--- config.mk ---
export PLATFORM = sky130hd
export DESIGN_NAME = gpio_port_register_block_flat
export DESIGN_NICKNAME = d
export VERILOG_FILES = /design/src/hdl/gpio_pkg.sv /design/src/hdl/gpio_if.sv /design/src/hdl/gpio_port_register_block.sv /design/src/flat_wrapper.sv
export SDC_FILE = /design/constraint.sdc
export NUM_CORES = 1
export LEC_CHECK = 0
export ABC_AREA = 1
export BUFFER_PORTS_ARGS = -buffer_cell sky130_fd_sc_hd__buf_2
export CAP_MARGIN = 20
export CORE_MARGIN = 2
export CORE_UTILIZATION = 30
export DETAILED_ROUTE_END_ITERATION = 12
export PLACE_DENSITY = 0.44
export SLEW_MARGIN = 10
export SYNTH_ARGS = -nofsm -noshare
export SYNTH_HDL_FRONTEND = slang
export SYNTH_SLANG_ARGS = --single-unit
export TNS_END_PERCENT = 1
--- constraint.sdc ---
create_clock -name clk -period 7 [get_ports clk]
set_input_delay 0.7 -clock clk [delete_from_list [all_inputs] [get_ports clk]]
set_output_delay 0.7 -clock clk [all_outputs]
set_load 0.01 [all_outputs]
--- src/hdl/gpio_pkg.sv ---
// Shared types and constants of the GPIO port register block.
// No dependencies; compile first.
package gpio_pkg;

	localparam int PIN_COUNT = 16;
	localparam int PIN_W     = 4;
	localparam int STEP_W    = 5;
	localparam int DATA_W    = 32;
	localparam int BASE_W    = 10;
	localparam int PNUM_W    = 11;

	localparam logic [DATA_W-1:0] CTL_RESET = 32'h4444_4444;

	localparam logic KIND_READ  = 1'b0;
	localparam logic KIND_EVENT = 1'b1;

	typedef enum logic [2:0] {
		OP_WRITE  = 3'd0,
		OP_READ   = 3'd1,
		OP_DRIVE  = 3'd2,
		OP_TOGGLE = 3'd3,
		OP_SRESET = 3'd4
	} op_t;

	typedef enum logic [2:0] {
		REG_CTL0     = 3'd0,
		REG_CTL1     = 3'd1,
		REG_ISTAT    = 3'd2,
		REG_OCTL     = 3'd3,
		REG_BOP      = 3'd4,
		REG_BC       = 3'd5,
		REG_LOCK     = 3'd6,
		REG_UNMAPPED = 3'd7
	} reg_t;

	typedef enum logic [1:0] {
		ST_IDLE,
		ST_EXEC,
		ST_FLUSH
	} state_t;

	typedef struct packed {
		logic              kind;
		logic [DATA_W-1:0] read_data;
		logic [PNUM_W-1:0] pin_number;
		logic              pin_level;
		logic              pin_is_output;
		logic              last;
	} result_t;

endpackage

--- src/hdl/gpio_if.sv ---
// Valid/ready channel interfaces for the GPIO port: one for request beats,
// one for result beats. Depends on gpio_pkg for field widths.
interface gpio_req_if;
	logic                           valid;
	logic                           ready;
	logic [2:0]                     op;
	logic [2:0]                     reg_index;
	logic [gpio_pkg::DATA_W-1:0]    write_data;
	logic [gpio_pkg::PIN_W-1:0]     pin;
	logic                           level;

	modport source (output valid, op, reg_index, write_data, pin, level, input ready);
	modport sink   (input valid, op, reg_index, write_data, pin, level, output ready);
endinterface

interface gpio_rsp_if;
	logic                           valid;
	logic                           ready;
	logic                           kind;
	logic [gpio_pkg::DATA_W-1:0]    read_data;
	logic [gpio_pkg::PNUM_W-1:0]    pin_number;
	logic                           pin_level;
	logic                           pin_is_output;
	logic                           last;

	modport source (output valid, kind, read_data, pin_number, pin_level, pin_is_output, last,
		input ready);
	modport sink   (input valid, kind, read_data, pin_number, pin_level, pin_is_output, last,
		output ready);
endinterface

--- src/hdl/gpio_port_register_block.sv ---
// Top level of the 16-pin GPIO port register block.
// Depends on gpio_pkg and the channel interfaces in gpio_if.sv.
//
// Usage: each request beat on req is one bus write, bus read, external pin
// drive, pin toggle or soft reset. The block answers on rsp with zero or more
// result beats, either read data or pin-change events, and the final beat of a
// request carries last. pin_base is written through cfg_wr_en/cfg_wr_data
// while the block is idle and is added to the local pin index of each event.
//
// Timing: a request is registered in the cycle it is accepted, then one
// shared pin-step unit runs once per cycle, unless a stalled receiver holds
// it, over the affected positions: one step for reads, drives and toggles,
// 8 for CTL0/CTL1, 16 for OCTL, BC and soft reset, 32 for BOP (set half, then
// clear half). A flush state then hands the last result to the output
// register, and the next request is taken after that; ready is low while a
// request is being worked on.
//
// One event is held back in a pending register until the next event or the
// end of the scan, so that last can be set on it. When the receiver stalls,
// the output register holds its beat and the scan waits rather than drop an
// event. Reset restores CTL0/CTL1 to 0x44444444, clears ISTAT, OCTL and
// pin_base, and leaves the block idle with no result pending.
module gpio_port_register_block (
	input  logic                          clk,
	input  logic                          arst_n,
	input  logic                          cfg_wr_en,
	input  logic [gpio_pkg::BASE_W-1:0]   cfg_wr_data,
	gpio_req_if.sink                      req,
	gpio_rsp_if.source                    rsp
);
	import gpio_pkg::*;

	// Architectural state.
	logic [DATA_W-1:0]    ctl_lo_q, ctl_hi_q;
	logic [PIN_COUNT-1:0] istat_q, octl_q;
	logic [BASE_W-1:0]    pin_base_q;

	// Captured request.
	logic [2:0]           cmd_op_q;
	logic [2:0]           cmd_reg_q;
	logic [DATA_W-1:0]    cmd_wd_q;
	logic [PIN_W-1:0]     cmd_pin_q;
	logic                 cmd_lvl_q;

	// Sequencer.
	state_t               state_q, state_n;
	logic [STEP_W-1:0]    idx_q, last_idx_q, last_idx_n;

	// Pending event and output register.
	result_t              pend_q, out_q, step_res, out_d;
	logic                 pend_vld_q, out_vld_q;

	// Control decoded by the sequencer.
	logic                 accept, out_free, step_go, step_hit;
	logic                 out_load, out_last, pend_load, pend_clear;
	logic                 ctl_we, latch_we, istat_we;
	logic                 latch_bit, istat_bit;

	// Pin-step unit signals.
	logic [PIN_W-1:0]     step_pin;
	logic [3:0]           cur_nib, new_nib;
	logic                 cur_mode, new_mode;
	logic [PNUM_W-1:0]    step_pnum;

	assign out_free = !out_vld_q || rsp.ready;
	assign accept   = req.valid && req.ready;

	// The pin-step unit: one pin position per cycle, unless a stalled output holds the scan.
	always_comb begin
		if (cmd_op_q == OP_DRIVE || cmd_op_q == OP_TOGGLE) begin
			step_pin = cmd_pin_q;
		end else if (cmd_op_q == OP_WRITE && (cmd_reg_q == REG_CTL0 || cmd_reg_q == REG_CTL1))
		begin
			step_pin = {cmd_reg_q[0], idx_q[2:0]};
		end else begin
			step_pin = idx_q[PIN_W-1:0];
		end
	end

	assign cur_nib   = step_pin[3] ? ctl_hi_q[{step_pin[2:0], 2'b00} +: 4]
	                               : ctl_lo_q[{step_pin[2:0], 2'b00} +: 4];
	assign cur_mode  = |cur_nib[1:0];
	assign new_nib   = cmd_wd_q[{idx_q[2:0], 2'b00} +: 4];
	assign new_mode  = |new_nib[1:0];
	assign step_pnum = {1'b0, pin_base_q} + {{(PNUM_W-PIN_W){1'b0}}, step_pin};

	always_comb begin
		step_hit  = 1'b0;
		ctl_we    = 1'b0;
		latch_we  = 1'b0;
		istat_we  = 1'b0;
		latch_bit = 1'b0;
		istat_bit = 1'b0;
		step_res  = '0;
		step_res.kind       = KIND_EVENT;
		step_res.pin_number = step_pnum;
		case (cmd_op_q)
			OP_WRITE: begin
				case (cmd_reg_q)
					REG_CTL0, REG_CTL1: begin
						ctl_we   = 1'b1;
						step_hit = new_mode != cur_mode;
						step_res.pin_level     = new_mode ? octl_q[step_pin] : istat_q[step_pin];
						step_res.pin_is_output = new_mode;
					end
					REG_OCTL: begin
						latch_we  = 1'b1;
						latch_bit = cmd_wd_q[idx_q];
					end
					REG_BOP: begin
						latch_we  = cmd_wd_q[idx_q];
						latch_bit = !idx_q[STEP_W-1];
					end
					REG_BC: begin
						latch_we  = cmd_wd_q[idx_q];
						latch_bit = 1'b0;
					end
					default: begin
					end
				endcase
				// A latch write shows only on output pins.
				if (latch_we && cur_mode && octl_q[step_pin] != latch_bit) begin
					step_hit = 1'b1;
					step_res.pin_level     = latch_bit;
					step_res.pin_is_output = 1'b1;
				end
			end
			OP_READ: begin
				step_hit      = 1'b1;
				step_res      = '0;
				step_res.kind = KIND_READ;
				case (cmd_reg_q)
					REG_CTL0:  step_res.read_data = ctl_lo_q;
					REG_CTL1:  step_res.read_data = ctl_hi_q;
					REG_ISTAT: step_res.read_data = {{(DATA_W-PIN_COUNT){1'b0}}, istat_q};
					REG_OCTL:  step_res.read_data = {{(DATA_W-PIN_COUNT){1'b0}}, octl_q};
					default:   step_res.read_data = '0;
				endcase
			end
			OP_DRIVE, OP_TOGGLE: begin
				istat_bit = (cmd_op_q == OP_DRIVE) ? cmd_lvl_q : !istat_q[step_pin];
				if (!cur_mode) begin
					istat_we = 1'b1;
					step_hit = 1'b1;
					step_res.pin_level = istat_bit;
				end
			end
			OP_SRESET: begin
				step_hit = 1'b1;
			end
			default: begin
			end
		endcase
	end

	// Sequencer: next state and handoff between pending and output registers.
	always_comb begin
		state_n    = state_q;
		step_go    = 1'b0;
		out_load   = 1'b0;
		out_last   = 1'b0;
		pend_load  = 1'b0;
		pend_clear = 1'b0;
		last_idx_n = '0;
		req.ready  = 1'b0;
		case (op_t'(req.op))
			OP_WRITE: begin
				case (reg_t'(req.reg_index))
					REG_CTL0, REG_CTL1: last_idx_n = STEP_W'(7);
					REG_OCTL, REG_BC:   last_idx_n = STEP_W'(PIN_COUNT - 1);
					REG_BOP:            last_idx_n = STEP_W'(2 * PIN_COUNT - 1);
					default:            last_idx_n = '0;
				endcase
			end
			OP_SRESET: last_idx_n = STEP_W'(PIN_COUNT - 1);
			default:   last_idx_n = '0;
		endcase
		case (state_q)
			ST_IDLE: begin
				req.ready = 1'b1;
				if (req.valid) begin
					state_n = ST_EXEC;
				end
			end
			ST_EXEC: begin
				// A new event may push the pending one out only into a free output.
				if (!pend_vld_q || out_free) begin
					step_go = 1'b1;
					if (step_hit) begin
						pend_load = 1'b1;
						out_load  = pend_vld_q;
					end
					if (idx_q == last_idx_q) begin
						state_n = ST_FLUSH;
					end
				end
			end
			ST_FLUSH: begin
				if (!pend_vld_q) begin
					state_n = ST_IDLE;
				end else if (out_free) begin
					out_load   = 1'b1;
					out_last   = 1'b1;
					pend_clear = 1'b1;
					state_n    = ST_IDLE;
				end
			end
			default: state_n = ST_IDLE;
		endcase
	end

	always_ff @(posedge clk or negedge arst_n) begin
		if (!arst_n) begin
			state_q <= ST_IDLE;
		end else begin
			state_q <= state_n;
		end
	end

	always_ff @(posedge clk or negedge arst_n) begin
		if (!arst_n) begin
			idx_q      <= '0;
			last_idx_q <= '0;
		end else if (accept) begin
			idx_q      <= '0;
			last_idx_q <= last_idx_n;
		end else if (step_go) begin
			idx_q <= idx_q + STEP_W'(1);
		end
	end

	always_ff @(posedge clk) begin
		if (accept) begin
			cmd_op_q  <= req.op;
			cmd_reg_q <= req.reg_index;
			cmd_wd_q  <= req.write_data;
			cmd_pin_q <= req.pin;
			cmd_lvl_q <= req.level;
		end
	end

	always_ff @(posedge clk or negedge arst_n) begin
		if (!arst_n) begin
			pin_base_q <= '0;
		end else if (cfg_wr_en) begin
			pin_base_q <= cfg_wr_data;
		end
	end

	// Port registers; soft reset takes effect when the request is accepted.
	always_ff @(posedge clk or negedge arst_n) begin
		if (!arst_n) begin
			ctl_lo_q <= CTL_RESET;
			ctl_hi_q <= CTL_RESET;
			istat_q  <= '0;
			octl_q   <= '0;
		end else if (accept && req.op == OP_SRESET) begin
			ctl_lo_q <= CTL_RESET;
			ctl_hi_q <= CTL_RESET;
			istat_q  <= '0;
			octl_q   <= '0;
		end else if (step_go) begin
			if (ctl_we) begin
				if (step_pin[3]) begin
					ctl_hi_q[{step_pin[2:0], 2'b00} +: 4] <= new_nib;
				end else begin
					ctl_lo_q[{step_pin[2:0], 2'b00} +: 4] <= new_nib;
				end
			end
			if (latch_we) begin
				octl_q[step_pin] <= latch_bit;
			end
			if (istat_we) begin
				istat_q[step_pin] <= istat_bit;
			end
		end
	end

	always_ff @(posedge clk or negedge arst_n) begin
		if (!arst_n) begin
			pend_vld_q <= 1'b0;
		end else if (step_go && pend_load) begin
			pend_vld_q <= 1'b1;
		end else if (pend_clear) begin
			pend_vld_q <= 1'b0;
		end
	end

	always_ff @(posedge clk) begin
		if (step_go && pend_load) begin
			pend_q <= step_res;
		end
	end

	always_ff @(posedge clk or negedge arst_n) begin
		if (!arst_n) begin
			out_vld_q <= 1'b0;
		end else if (out_load) begin
			out_vld_q <= 1'b1;
		end else if (rsp.ready) begin
			out_vld_q <= 1'b0;
		end
	end

	// The pending beat moves to the output with last set only at the end of a scan.
	always_comb begin
		out_d      = pend_q;
		out_d.last = out_last;
	end

	always_ff @(posedge clk) begin
		if (out_load) begin
			out_q <= out_d;
		end
	end

	assign rsp.valid         = out_vld_q;
	assign rsp.kind          = out_q.kind;
	assign rsp.read_data     = out_q.read_data;
	assign rsp.pin_number    = out_q.pin_number;
	assign rsp.pin_level     = out_q.pin_level;
	assign rsp.pin_is_output = out_q.pin_is_output;
	assign rsp.last          = out_q.last;

endmodule

--- src/flat_wrapper.sv ---
// flat-port wrapper written by rule: the top's interface ports become plain ports
module gpio_port_register_block_flat import gpio_pkg::*;
  (clk, arst_n, cfg_wr_en, cfg_wr_data, req_valid, req_op, req_reg_index, req_write_data, req_pin, req_level, req_ready, rsp_valid, rsp_kind, rsp_read_data, rsp_pin_number, rsp_pin_level, rsp_pin_is_output, rsp_last, rsp_ready);
  gpio_req_if req_i ();
  gpio_rsp_if rsp_i ();
  input  logic clk;
  input  logic arst_n;
  input  logic cfg_wr_en;
  input  logic [gpio_pkg::BASE_W-1:0] cfg_wr_data;
  input wire logic [$bits(req_i.valid)-1:0] req_valid;
  input wire logic [$bits(req_i.op)-1:0] req_op;
  input wire logic [$bits(req_i.reg_index)-1:0] req_reg_index;
  input wire logic [$bits(req_i.write_data)-1:0] req_write_data;
  input wire logic [$bits(req_i.pin)-1:0] req_pin;
  input wire logic [$bits(req_i.level)-1:0] req_level;
  output wire logic [$bits(req_i.ready)-1:0] req_ready;
  output wire logic [$bits(rsp_i.valid)-1:0] rsp_valid;
  output wire logic [$bits(rsp_i.kind)-1:0] rsp_kind;
  output wire logic [$bits(rsp_i.read_data)-1:0] rsp_read_data;
  output wire logic [$bits(rsp_i.pin_number)-1:0] rsp_pin_number;
  output wire logic [$bits(rsp_i.pin_level)-1:0] rsp_pin_level;
  output wire logic [$bits(rsp_i.pin_is_output)-1:0] rsp_pin_is_output;
  output wire logic [$bits(rsp_i.last)-1:0] rsp_last;
  input wire logic [$bits(rsp_i.ready)-1:0] rsp_ready;
  assign req_i.valid = req_valid;
  assign req_i.op = req_op;
  assign req_i.reg_index = req_reg_index;
  assign req_i.write_data = req_write_data;
  assign req_i.pin = req_pin;
  assign req_i.level = req_level;
  assign req_ready = req_i.ready;
  assign rsp_valid = rsp_i.valid;
  assign rsp_kind = rsp_i.kind;
  assign rsp_read_data = rsp_i.read_data;
  assign rsp_pin_number = rsp_i.pin_number;
  assign rsp_pin_level = rsp_i.pin_level;
  assign rsp_pin_is_output = rsp_i.pin_is_output;
  assign rsp_last = rsp_i.last;
  assign rsp_i.ready = rsp_ready;
  gpio_port_register_block u_core (.clk(clk), .arst_n(arst_n), .cfg_wr_en(cfg_wr_en), .cfg_wr_data(cfg_wr_data), .req(req_i), .rsp(rsp_i));
endmodule
==> results.py, run 1 <==
metrics = {
    "pwr": {
        "p_switching_mw": 1.86,
        "switching_share_pct": 36.4,
        "power_density_nw_per_um2": 365,
        "finalPower_mw": 5.09,
        "peakVddDrop_mv": 0.198,
        "p_comb_share_pct": 29.4,
        "seqPwrFrac_pct": 40.8,
        "internal_power_mw": 3.24,
        "power.share.clock_pct": 29.8,
        "p_leak_nw": 5.81,
    },
    "sta": {
        "rsz0062_at_grt": "false",
        "period_minus_slack_ps": 4480,
        "clock_skew_ps": 30.1,
        "min_period_over_period_pct": 64.0,
        "timing.final.ws_setup_ps": 2520,
        "setup_viol": 0,
        "fmax_mhz": 223,
        "relSlewSlack_pct": 32.5,
        "hold_viol_final": 0,
        "worst_pin_slew_ps": 1010,
        "timing.setup.tns_ps": 0,
        "final_max_slew_viol_count": 0,
    },
    "setup_path": {
        "path_cells": "inv_2, nand2_1, nand2_1, nand2_1, nand3_1, nand2_1, nand2_1, nand2_1, nand2_1, nand2_1, inv_2, nand2_1, nand2_1, nor2_1, nand2_1, nand2_1, nand2_1, nand2_1, nand2_1, inv_2, buf_4",
        "cp_top_family": "simple AND/OR/NAND/NOR gates",
        "worstPathArrival_ps": 4670,
        "slowest_delay_ps": 870,
        "crit_fanout": 35,
        "crit_path_frequent_cell": "nand2_1",
        "required_ps": 7190,
        "slowest_stage": "dfrtp_1",
        "worst_setup_path_end_kind": "flop",
        "critPathBufInv": 4,
        "start_kind": "flop",
        "path_class": "flop to flop",
    },
    "logic_synthesis": {
        "synthFlopType": "edfxtp_1",
        "syn_avg_cell_area_um2": 9.30,
        "syn_area_um2": 11900,
        "yosys_register_bits": 254,
        "yosysWarnings": 0,
        "ys_seq_area_share_pct": 59.1,
        "synth-async-reset-ratio_pct": 46.5,
        "syn-num-nets": 1358,
        "synth_cells": 1284,
        "synth_edf_count": 136,
        "ys_types": 50,
    },
    "clock_network": {
        "insertion_delay_ps": 580,
        "clockBufferDepth": 3,
        "cts.clk_slew.worst_paths_ps": 60,
        "clkSinkCount": 254,
        "cts_max_level": 1,
        "postCtsResizedCells": 0,
        "cts_setup_buffers": 0,
        "cts_tree": "built",
        "clock-root-buffer": "clkbuf_16",
        "cts_buffers": 30,
        "ctsHoldBuffers": 0,
    },
    "detailed_routing": {
        "drt_iter0_markers": 572,
        "final_antenna_net_count": 0,
        "first_pass_iters": 5,
        "drc_errors": 0,
        "wirelength_um": 33700,
        "vias": 9316,
        "vias_per_cell": 4.80,
        "avgRoutedWirePerCell_um": 17.4,
    },
    "cells_and_area": {
        "instances_no_fill": 1939,
        "multi_input_area_um2": 4140,
        "fin_nets": 1464,
        "fill_cells": 4076,
        "syn_to_final_growth_pct": 16.9,
        "seq_area_um2": 7060,
        "final_area_um2": 14000,
        "n_antenna_cell": 0,
        "drive_gt1_share_pct": 15.3,
    },
    "floorplan": {
        "die-area_um2": 41400,
        "ioPinCount": 107,
        "dieHeight_um": 204,
        "die_x_um": 204,
        "rows": 73,
        "core_um2": 39500,
        "start_util_pct": 30.2,
    },
    "global_routing": {
        "grt-ovfl-total": 0,
        "grt.total_usage_pct": 16.4,
        "grt_pass1_wl_um": 53200,
        "grt_max_degree": 69,
        "antenna_found_initial": 0,
        "grt_pass1_vias": 9253,
    },
    "run": {
        "max-cap-violations": 0,
    },
    "placement": {
        "dp_hpwl_um": 23500,
        "dp_cells": 1883,
        "place_congestion": 0.864,
        "dpl_cell_area_um2": 13000,
        "pre_cts_ws_ps": 2510,
        "port-buffer-count": 106,
    },
    "worst_hold_path": {
        "min-delay-path-class": "primary input to asynchronous set/reset pin",
    },
    "run_status": {
        "status": "complete, no violations",
    },
}
==> worst paths after layout <==
check / depth (start not counted) / endpoint / slack, ps / startpoint
min in group clk: 1 / u_core.cmd_wd_q[12] / 320 / req_write_data[12]
hold / removal: 1 / u_core.ctl_lo_q[31] / 150 / arst_n
setup / recovery: 21 / u_core.rsp.read_data[9] / 2520 / u_core.idx_q[0]
hold reg to reg: 0 / u_core.rsp.read_data[2] / 400 / u_core.out_d[16]
setup reg to reg: 21 / u_core.rsp.read_data[9] / 2520 / u_core.idx_q[0]
max in group asynchronous: 2 / u_core.istat_q[1] / 5400 / arst_n
==> state kept, by name (all words and copies together) (netlist names), 4 cells and up <==
name                   cells
u_core.cmd_pin_q           4
u_core.cmd_wd_q           32
u_core.ctl_hi_q           32
u_core.ctl_lo_q           32
u_core.idx_q               5
u_core.istat_q            16
u_core.octl_q             16
u_core.out_d              46
u_core.pin_base_q         10
u_core.rsp.pin_number     11
u_core.rsp.read_data      32
==> layout by cell type (no fill, tap or decap), types with 3 or more instances in the layout <==
master       n
a31oi_1      9
edfxtp_1   136
inv_1      128
or2_2        7
nand3_1     82
nor2_1     110
dfstp_2     16
o211ai_1     7
o21ai_1      8
nor3_1      16
o31ai_1     14
mux2_2       5
clkbuf_16   30
buf_4       12
inv_2       11
ha_1        15
clkbuf_1     9
o21ai_0    145
nand3_2      3
nand2_1    314
nor2_2       5
dfrtp_1    102
a22oi_1      4
nor2_4       5
a21oi_1     40
clkinv_1    12
o22ai_1     10
nand4_1      7
bufinv_16    3
a221oi_1    12
buf_2      105
==> routing by layer <==
layer,vias to the layer above,GRT usage [%],share of wire [%]
met3,59,2.19,3.5
met4,0,4.59,2.6
met2,193,26.6,47
met5,-,0,0
li1,4559,-,-
met1,4505,23.1,47
==> cell usage after synthesis, types with 2 or more instances <==
cell type | number | area, um^2
a221oi_1 | 12 | 105
and2_1 | 2 | 12.5
or2_2 | 7 | 43.8
buf_2 | 11 | 55.1
a22oi_1 | 4 | 30.0
xor2_1 | 2 | 17.5
nand3_2 | 3 | 30.0
a21oi_1 | 40 | 200
nand2_2 | 2 | 12.5
inv_2 | 8 | 30.0
nand3_1 | 82 | 410
buf_1 | 3 | 11.3
o31ai_1 | 14 | 105
dfstp_2 | 16 | 420
nor2_2 | 4 | 25.0
o21ai_1 | 7 | 35.0
nor3_1 | 16 | 80.1
o221ai_1 | 2 | 17.5
mux2_2 | 5 | 56.3
inv_1 | 131 | 492
dfrtp_1 | 102 | 2550
o21ai_0 | 146 | 731
a31oi_1 | 10 | 62.6
nand4_1 | 7 | 43.8
buf_6 | 3 | 33.8
o22ai_1 | 10 | 62.6
nor2_4 | 5 | 56.3
o211ai_1 | 7 | 52.6
clkinv_1 | 3 | 11.3
clkbuf_1 | 22 | 82.6
edfxtp_1 | 136 | 4080
nand2_1 | 314 | 1180
buf_4 | 4 | 30.0
ha_1 | 15 | 188
nor4_1 | 2 | 12.5
nor2_1 | 111 | 417
nand2_4 | 2 | 22.5
nand3b_1 | 2 | 15.0
==> cell families (layout without fill, tap and decap cells) <==
family                   Yosys count  after routing  share of synthesized area [%]
AO/OA/AOI/OAI                    257            257                           12.1
XOR/XNOR                           2              2                          0.147
adder cells (fa/ha/maj)           16             16                           1.74
buffers and inverters            186            316                           6.30
multiplexers                       6              6                          0.566
flip-flops                       254            254                           59.1
AND/OR/NAND/NOR                  563            563                           20.1
==> area by class of cell <==
class | instances | share of cell area, %
repair buffers | 117 | 4.41
inverters | 143 | 3.86
clock buffers | 39 | 5.62
flip-flops and latches | 254 | 50.5
clock inverters | 17 | 1.22
multi-input cells | 844 | 29.7
well taps | 525 | 4.70
==> power groups by stage <==
stage | clock network [mW] | logic [mW] | registers, mW
global route | 1.62 | 1.70 | 2.11
floorplan | 0 | 1.02 | 2.08
global placement | 0 | 1.50 | 2.11
detailed placement | 0 | 1.51 | 2.11
finish | 1.52 | 1.50 | 2.08
CTS | 1.57 | 1.52 | 2.08
==> stage by stage <==
| step | util, % | hold slack [ps] |
|---|---|---|
| after floorplan | - | 400 |
| after global placement | 32.9 | 401 |
| after detailed placement | 32.9 | 405 |
| after CTS | 35.3 | 165 |
| after global routing | 35.3 | 192 |
| final | 35.3 | 147 |
No activity file was read; power rests on OpenSTA's default activity.
==> run 2: changes to the inputs <==
==> constraint.sdc (replaced) <==
create_clock -name clk -period 4.7 [get_ports clk]
set_input_delay 0.47 -clock clk [delete_from_list [all_inputs] [get_ports clk]]
set_output_delay 0.47 -clock clk [all_outputs]
set_load 0.01 [all_outputs]
==> run 2 against run 1 <==
Non-clock buffer count increased by 12. Sequential power rose by 48%. Final cell count up 0.62%. Die area unchanged. Combinational power up 53%. Core utilization is 0.28 points higher. Sequential share of layout area decreased by 0.39 points. Flip-flop and latch count is the same. Wire length rose by 1.6%. Clock power grew 50%. Critical endpoint is now u_core.out_d[20]. Highest routed layer unchanged.
==> results.py, run 2 (synthesis results as in run 1) <==
metrics = {
    "cells_and_area": {
        "n_antenna_cell": 0,
        "drive_gt1_share_pct": 16.4,
        "syn_to_final_growth_pct": 17.9,
        "final_cell_mix": "314 x nand2_1, 145 x o21ai_0, 136 x edfxtp_1, 128 x inv_1, 110 x nor2_1",
        "fin_nets": 1476,
        "utilization_pct": 35.6,
        "largest_reg_flops": 46,
        "layout_commonest_cell": "nand2_1",
    },
    "global_routing": {
        "met2_usage_pct": 27.0,
        "antenna_found_initial": 0,
        "met1_usage_pct": 22.6,
        "grt_pass1_vias": 9309,
        "grt_pass1_wl_um": 53400,
        "grt_max_degree": 50,
        "grt-ovfl-total": 0,
        "top_usage_layer": "met2",
        "grt.total_usage_pct": 16.6,
        "met3_usage_pct": 2.57,
    },
    "sta": {
        "timing.setup.tns_ps": 0,
        "worst_pin_slew_ps": 925,
        "fmax_mhz": 273,
        "hold_viol_final": 0,
        "final_max_slew_viol_count": 0,
        "clock_skew_ps": 31.7,
        "rsz0062_at_grt": "false",
        "min_period_over_period_pct": 77.9,
        "period_minus_slack_ps": 3660,
        "setup_viol": 0,
        "relSlewSlack_pct": 38.2,
    },
    "detailed_routing": {
        "first_pass_iters": 5,
        "drt_iter0_markers": 629,
        "vias_per_cell": 4.85,
        "avgRoutedWirePerCell_um": 17.6,
        "final_antenna_net_count": 0,
        "wirelength_um": 34300,
        "vias": 9470,
        "drc_errors": 0,
    },
    "setup_path": {
        "required_ps": 4890,
        "start_kind": "flop",
        "r2r_slack_ps": 1040,
        "r2r.worst_path.cells": 18,
        "worstSetupStartpoint": "u_core.cmd_op_q[1]",
        "worstPathArrival_ps": 3850,
        "path_class": "flop to flop",
        "worst_setup_path_end_kind": "flop",
        "crit_fanout": 44,
        "regToRegEndpoint": "u_core.out_d[20]",
        "rr_startpoint": "u_core.cmd_op_q[1]",
    },
    "floorplan": {
        "die-area_um2": 41400,
        "core_um2": 39500,
        "rows": 73,
        "die_x_um": 204,
        "start_util_pct": 30.2,
        "dieHeight_um": 204,
        "ioPinCount": 107,
    },
    "clock_network": {
        "clock-root-buffer": "clkbuf_16",
        "cts_max_level": 1,
        "cts_buffers": 30,
        "cts.clk_slew.worst_paths_ps": 60,
        "cts_tree": "built",
        "clockBufferDepth": 3,
        "cts_setup_buffers": 0,
        "insertion_delay_ps": 580,
        "clkSinkCount": 254,
        "postCtsResizedCells": 0,
    },
    "pwr": {
        "peakVddDrop_mv": 0.285,
        "p_leak_nw": 5.89,
        "power_density_nw_per_um2": 543,
    },
    "worst_hold_path": {
        "min-delay-path-class": "primary input to flop",
        "worst_hold_path.num_cells": 1,
        "hold_end": "u_core.cmd_wd_q[30]",
        "hp-start": "req_write_data[30]",
    },
    "placement": {
        "dp_hpwl_um": 23800,
        "port-buffer-count": 106,
        "place_congestion": 0.873,
    },
    "run": {
        "max-cap-violations": 0,
    },
    "run_status": {
        "status": "complete, no violations",
    },
}
run 2: report_power, final:
group          internal (mW)  leakage (nW)  switching (mW)
Clock                   1.34         0.469           0.935
Sequential              2.88          2.80           0.187
Combinational          0.636          2.62            1.66
run 2: per-layer routing:
layer / vias up / share of wire [%] / routed length [um]
li1: 4572 / - / -
met1: 4593 / 46 / 15600
met2: 244 / 47 / 16100
met3: 61 / 4.6 / 1570
met4: 0 / 2.8 / 949
met5: - / 0 / 0
run 2: worst max-delay path, stage by stage (launching register included):
cell and delay, ps:
edfxtp_1 470, inv_2 80, nor2_4 150, nand2_1 70, nand2_1 680, o21ai_0 210
nand2_1 120, nand3_1 70, nand3_1 80, nand2_1 50, inv_1 50, nand2_1 120
nand2_1 150, and2_1 150, nand2_1 80, nand2_1 110, nand2_1 80, inv_2 80
buf_4 460
run 2: how the worst max path moves through the flow:
stage               slack (ps)               end  cells past startpoint
CTS                       1070  u_core.out_d[20]                     18
floorplan                 1360   u_core.rsp.kind                     18
global route               710  u_core.out_d[20]                     18
detailed placement        1090  u_core.out_d[20]                     18
finish                    1040  u_core.out_d[20]                     18
global placement          1180  u_core.out_d[19]                     18
run 2: area by class of cell:
type,count,area [um^2]
clock buffers,41,792
clock inverters,15,166
fillers,4089,25500
inverters,143,539
multi-input cells,844,4140
flip-flops and latches,254,7060
well taps,525,657
repair buffers,129,721
run 2: repair_timing:
action	CTS	global route
setup endpoints to repair	0	0
hold buffers	1	0
endpoints found under the hold margin	25	0
run 2: stage by stage:
stage               worst slack, ps  cells  hold slack, ps  power, mW  cell area [um^2]
floorplan                      1360   1284             174       4.61             11900
global placement               1180   1894             401       5.41             13100
detailed placement             1090   1894             405       5.42             13100
CTS                            1070   1951            52.3       7.75             14100
global route                    707   1951            64.6       8.14             14100
finish                         1040   1951            83.5       7.64             14100
==> run 3: changes to the inputs <==
--- a/config.mk
+++ b/config.mk
@@ -11,7 +11,7 @@
 export CORE_MARGIN = 2
 export CORE_UTILIZATION = 30
 export DETAILED_ROUTE_END_ITERATION = 12
-export PLACE_DENSITY = 0.44
+export PLACE_DENSITY = 0.46
 export SLEW_MARGIN = 10
 export SYNTH_ARGS = -nofsm -noshare
 export SYNTH_HDL_FRONTEND = slang
==> constraint.sdc (replaced) <==
create_clock -name clk -period 3 [get_ports clk]
set_input_delay 0.3 -clock clk [delete_from_list [all_inputs] [get_ports clk]]
set_output_delay 0.3 -clock clk [all_outputs]
set_load 0.01 [all_outputs]
==> run 3 against run 2 <==
Critical path depth grew 4. Count of clock-buffer cells in the layout grew 2. Global-route usage grew 0.27 points. Wire length up 4.7%. Worst setup slack worse by 890 ps. Flip-flop and latch count stayed put.
==> results.py, run 3 (synthesis results as in run 1) <==
metrics = {
    "clock_network": {
        "cts.clk_slew.worst_paths_ps": 60,
        "cts_max_level": 1,
        "clock-root-buffer": "clkbuf_16",
        "clockBufferDepth": 3,
        "cts_buffers": 30,
        "clkSinkCount": 254,
        "insertion_delay_ps": 580,
        "cts_tree": "built",
    },
    "cells_and_area": {
        "utilization_pct": 38.8,
        "final_area_um2": 15300,
        "layout_commonest_cell": "nand2_1",
        "fin_nets": 1591,
        "fill_cells": 3999,
        "syn_to_final_growth_pct": 28.4,
        "drive_gt1_share_pct": 20.2,
        "final_cell_mix": "304 x nand2_1, 144 x o21ai_0, 136 x edfxtp_1, 128 x inv_1, 108 x nor2_1",
        "n_antenna_cell": 0,
        "largest_reg_flops": 46,
    },
    "sta": {
        "fmax_mhz": 350,
        "min_period_over_period_pct": 95.2,
        "timing.final.ws_setup_ps": 145,
        "hold_viol_final": 0,
        "rsz0062_at_grt": "true",
        "setup_viol": 0,
        "worst_pin_slew_ps": 660,
        "clock_skew_ps": 25.1,
        "period_minus_slack_ps": 2860,
        "final_max_slew_viol_count": 0,
        "relSlewSlack_pct": 55.9,
    },
    "global_routing": {
        "met3_usage_pct": 2.46,
        "met1_usage_pct": 22.6,
        "antenna_found_initial": 0,
        "grt_pass1_wl_um": 54300,
        "grt-ovfl-total": 0,
        "grt_max_degree": 49,
        "top_usage_layer": "met2",
        "met2_usage_pct": 28.0,
        "grt_pass1_vias": 9820,
        "grt.total_usage_pct": 16.9,
    },
    "placement": {
        "pre_cts_ws_ps": -55.6,
        "dpl_cell_area_um2": 13500,
        "dp_hpwl_um": 24600,
        "port-buffer-count": 106,
        "place_congestion": 0.859,
    },
    "pwr": {
        "p_leak_nw": 6.44,
        "finalPower_mw": 12.7,
        "peakVddDrop_mv": 0.512,
        "power_density_nw_per_um2": 827,
    },
    "detailed_routing": {
        "avgRoutedWirePerCell_um": 17.4,
        "drc_errors": 0,
        "vias": 9847,
        "first_pass_iters": 7,
        "drt_iter0_markers": 683,
        "vias_per_cell": 4.77,
        "final_antenna_net_count": 0,
        "wirelength_um": 35900,
    },
    "floorplan": {
        "die-area_um2": 41400,
        "rows": 73,
        "dieHeight_um": 204,
        "start_util_pct": 30.2,
        "die_x_um": 204,
        "ioPinCount": 107,
        "core_um2": 39500,
    },
    "setup_path": {
        "crit_fanout": 8,
        "required_ps": 3280,
        "start_kind": "flop",
        "worst_setup_path_end_kind": "flop",
        "worstPathArrival_ps": 3130,
        "worstSetupStartpoint": "u_core.cmd_op_q[1]",
        "path_class": "flop to flop",
        "rr_startpoint": "u_core.cmd_op_q[1]",
    },
    "worst_hold_path": {
        "min-delay-path-class": "primary input to flop",
        "hp-start": "rsp_ready",
    },
    "run_status": {
        "status": "complete, no violations",
    },
    "run": {
        "max-cap-violations": 0,
    },
}
run 3: cell types whose count changed in the layout (fill, tap and decap cells not counted), moves of 4 or more:
cell	change
dlygate4sd3_1	+53
buf_4	+41
nand2_1	-10
nand2_2	+9
buf_12	+8
buf_6	+7
clkinv_2	-6
clkbuf_16	+4
clkinvlp_4	+4
run 3: critical path, stage by stage (launching register included):
cell and delay, ps:
edfxtp_1 380, buf_4 160, buf_4 130, nor2_1 100, nand3_2 90, nand2_2 90, nand3_4 110, nand2_4 130
inv_4 70, nor2_1 90, nor2_1 50, nor2_1 110, nand2_2 90, nand2_2 90, and2_1 120, nand2_1 80
nand2_2 90, nand2_1 50, nand2_1 70, nand2_2 70, clkinvlp_4 80, buf_12 150, clkbuf_16 170
run 3: report_power, final:
group | switching (mW) | internal [mW]
Clock | 1.45 | 1.98
Sequential | 0.279 | 4.51
Combinational | 2.86 | 1.59
run 3: what timing repair did:
| item | CTS | global route |
|---|---|---|
| cloned | 0 | 9 |
| endpoints found under the setup margin | 9 | 100 |
| pin swaps | 0 | 4 |
| setup buffers | 1 | 7 |
| hold endpoints to repair | 83 | 0 |
| hold buffers | 54 | 0 |
| resized for setup | 1 | 32 |
run 3: path summary, 6_finish.rpt:
check                                  endpoint  slack [ps]  depth (start not counted)
setup / recovery                u_core.rsp.last         140                         22
min in group asynchronous   u_core.ctl_lo_q[24]         230                          2
hold / removal                 u_core.rsp.valid          70                          4
setup reg to reg                u_core.rsp.last         140                         22
hold reg to reg            u_core.rsp.pin_level         400                          0
max in group asynchronous   u_core.ctl_hi_q[18]        2010                          3
run 3: cell type report:
cell class                 instances  area (um^2)  share of cell area (%)
inverter                         143          549                    3.58
sequential                       254         7060                    46.0
multi-input combinational        845         4230                    27.6
timing repair buffer             243         1900                    12.4
clock buffer                      43          820                    5.35
tap                              525          657                    4.29
clock inverter                    13          111                   0.727
run 3: metrics by stage:
stage	TNS (ps)	std cells	hold slack [ps]
detailed placement	-55.6	1939	281
global placement	0	1939	286
finish	0	2066	73.7
global route	-1260	2066	79.2
floorplan	-12940	1284	4.41
CTS	-1.65	2050	58.4
run 3: layer usage:
metal	vias up	part of all wire (%)
met5	-	0
met3	62	4.6
met4	0	3.3
met2	237	48
li1	4818	-
met1	4730	45
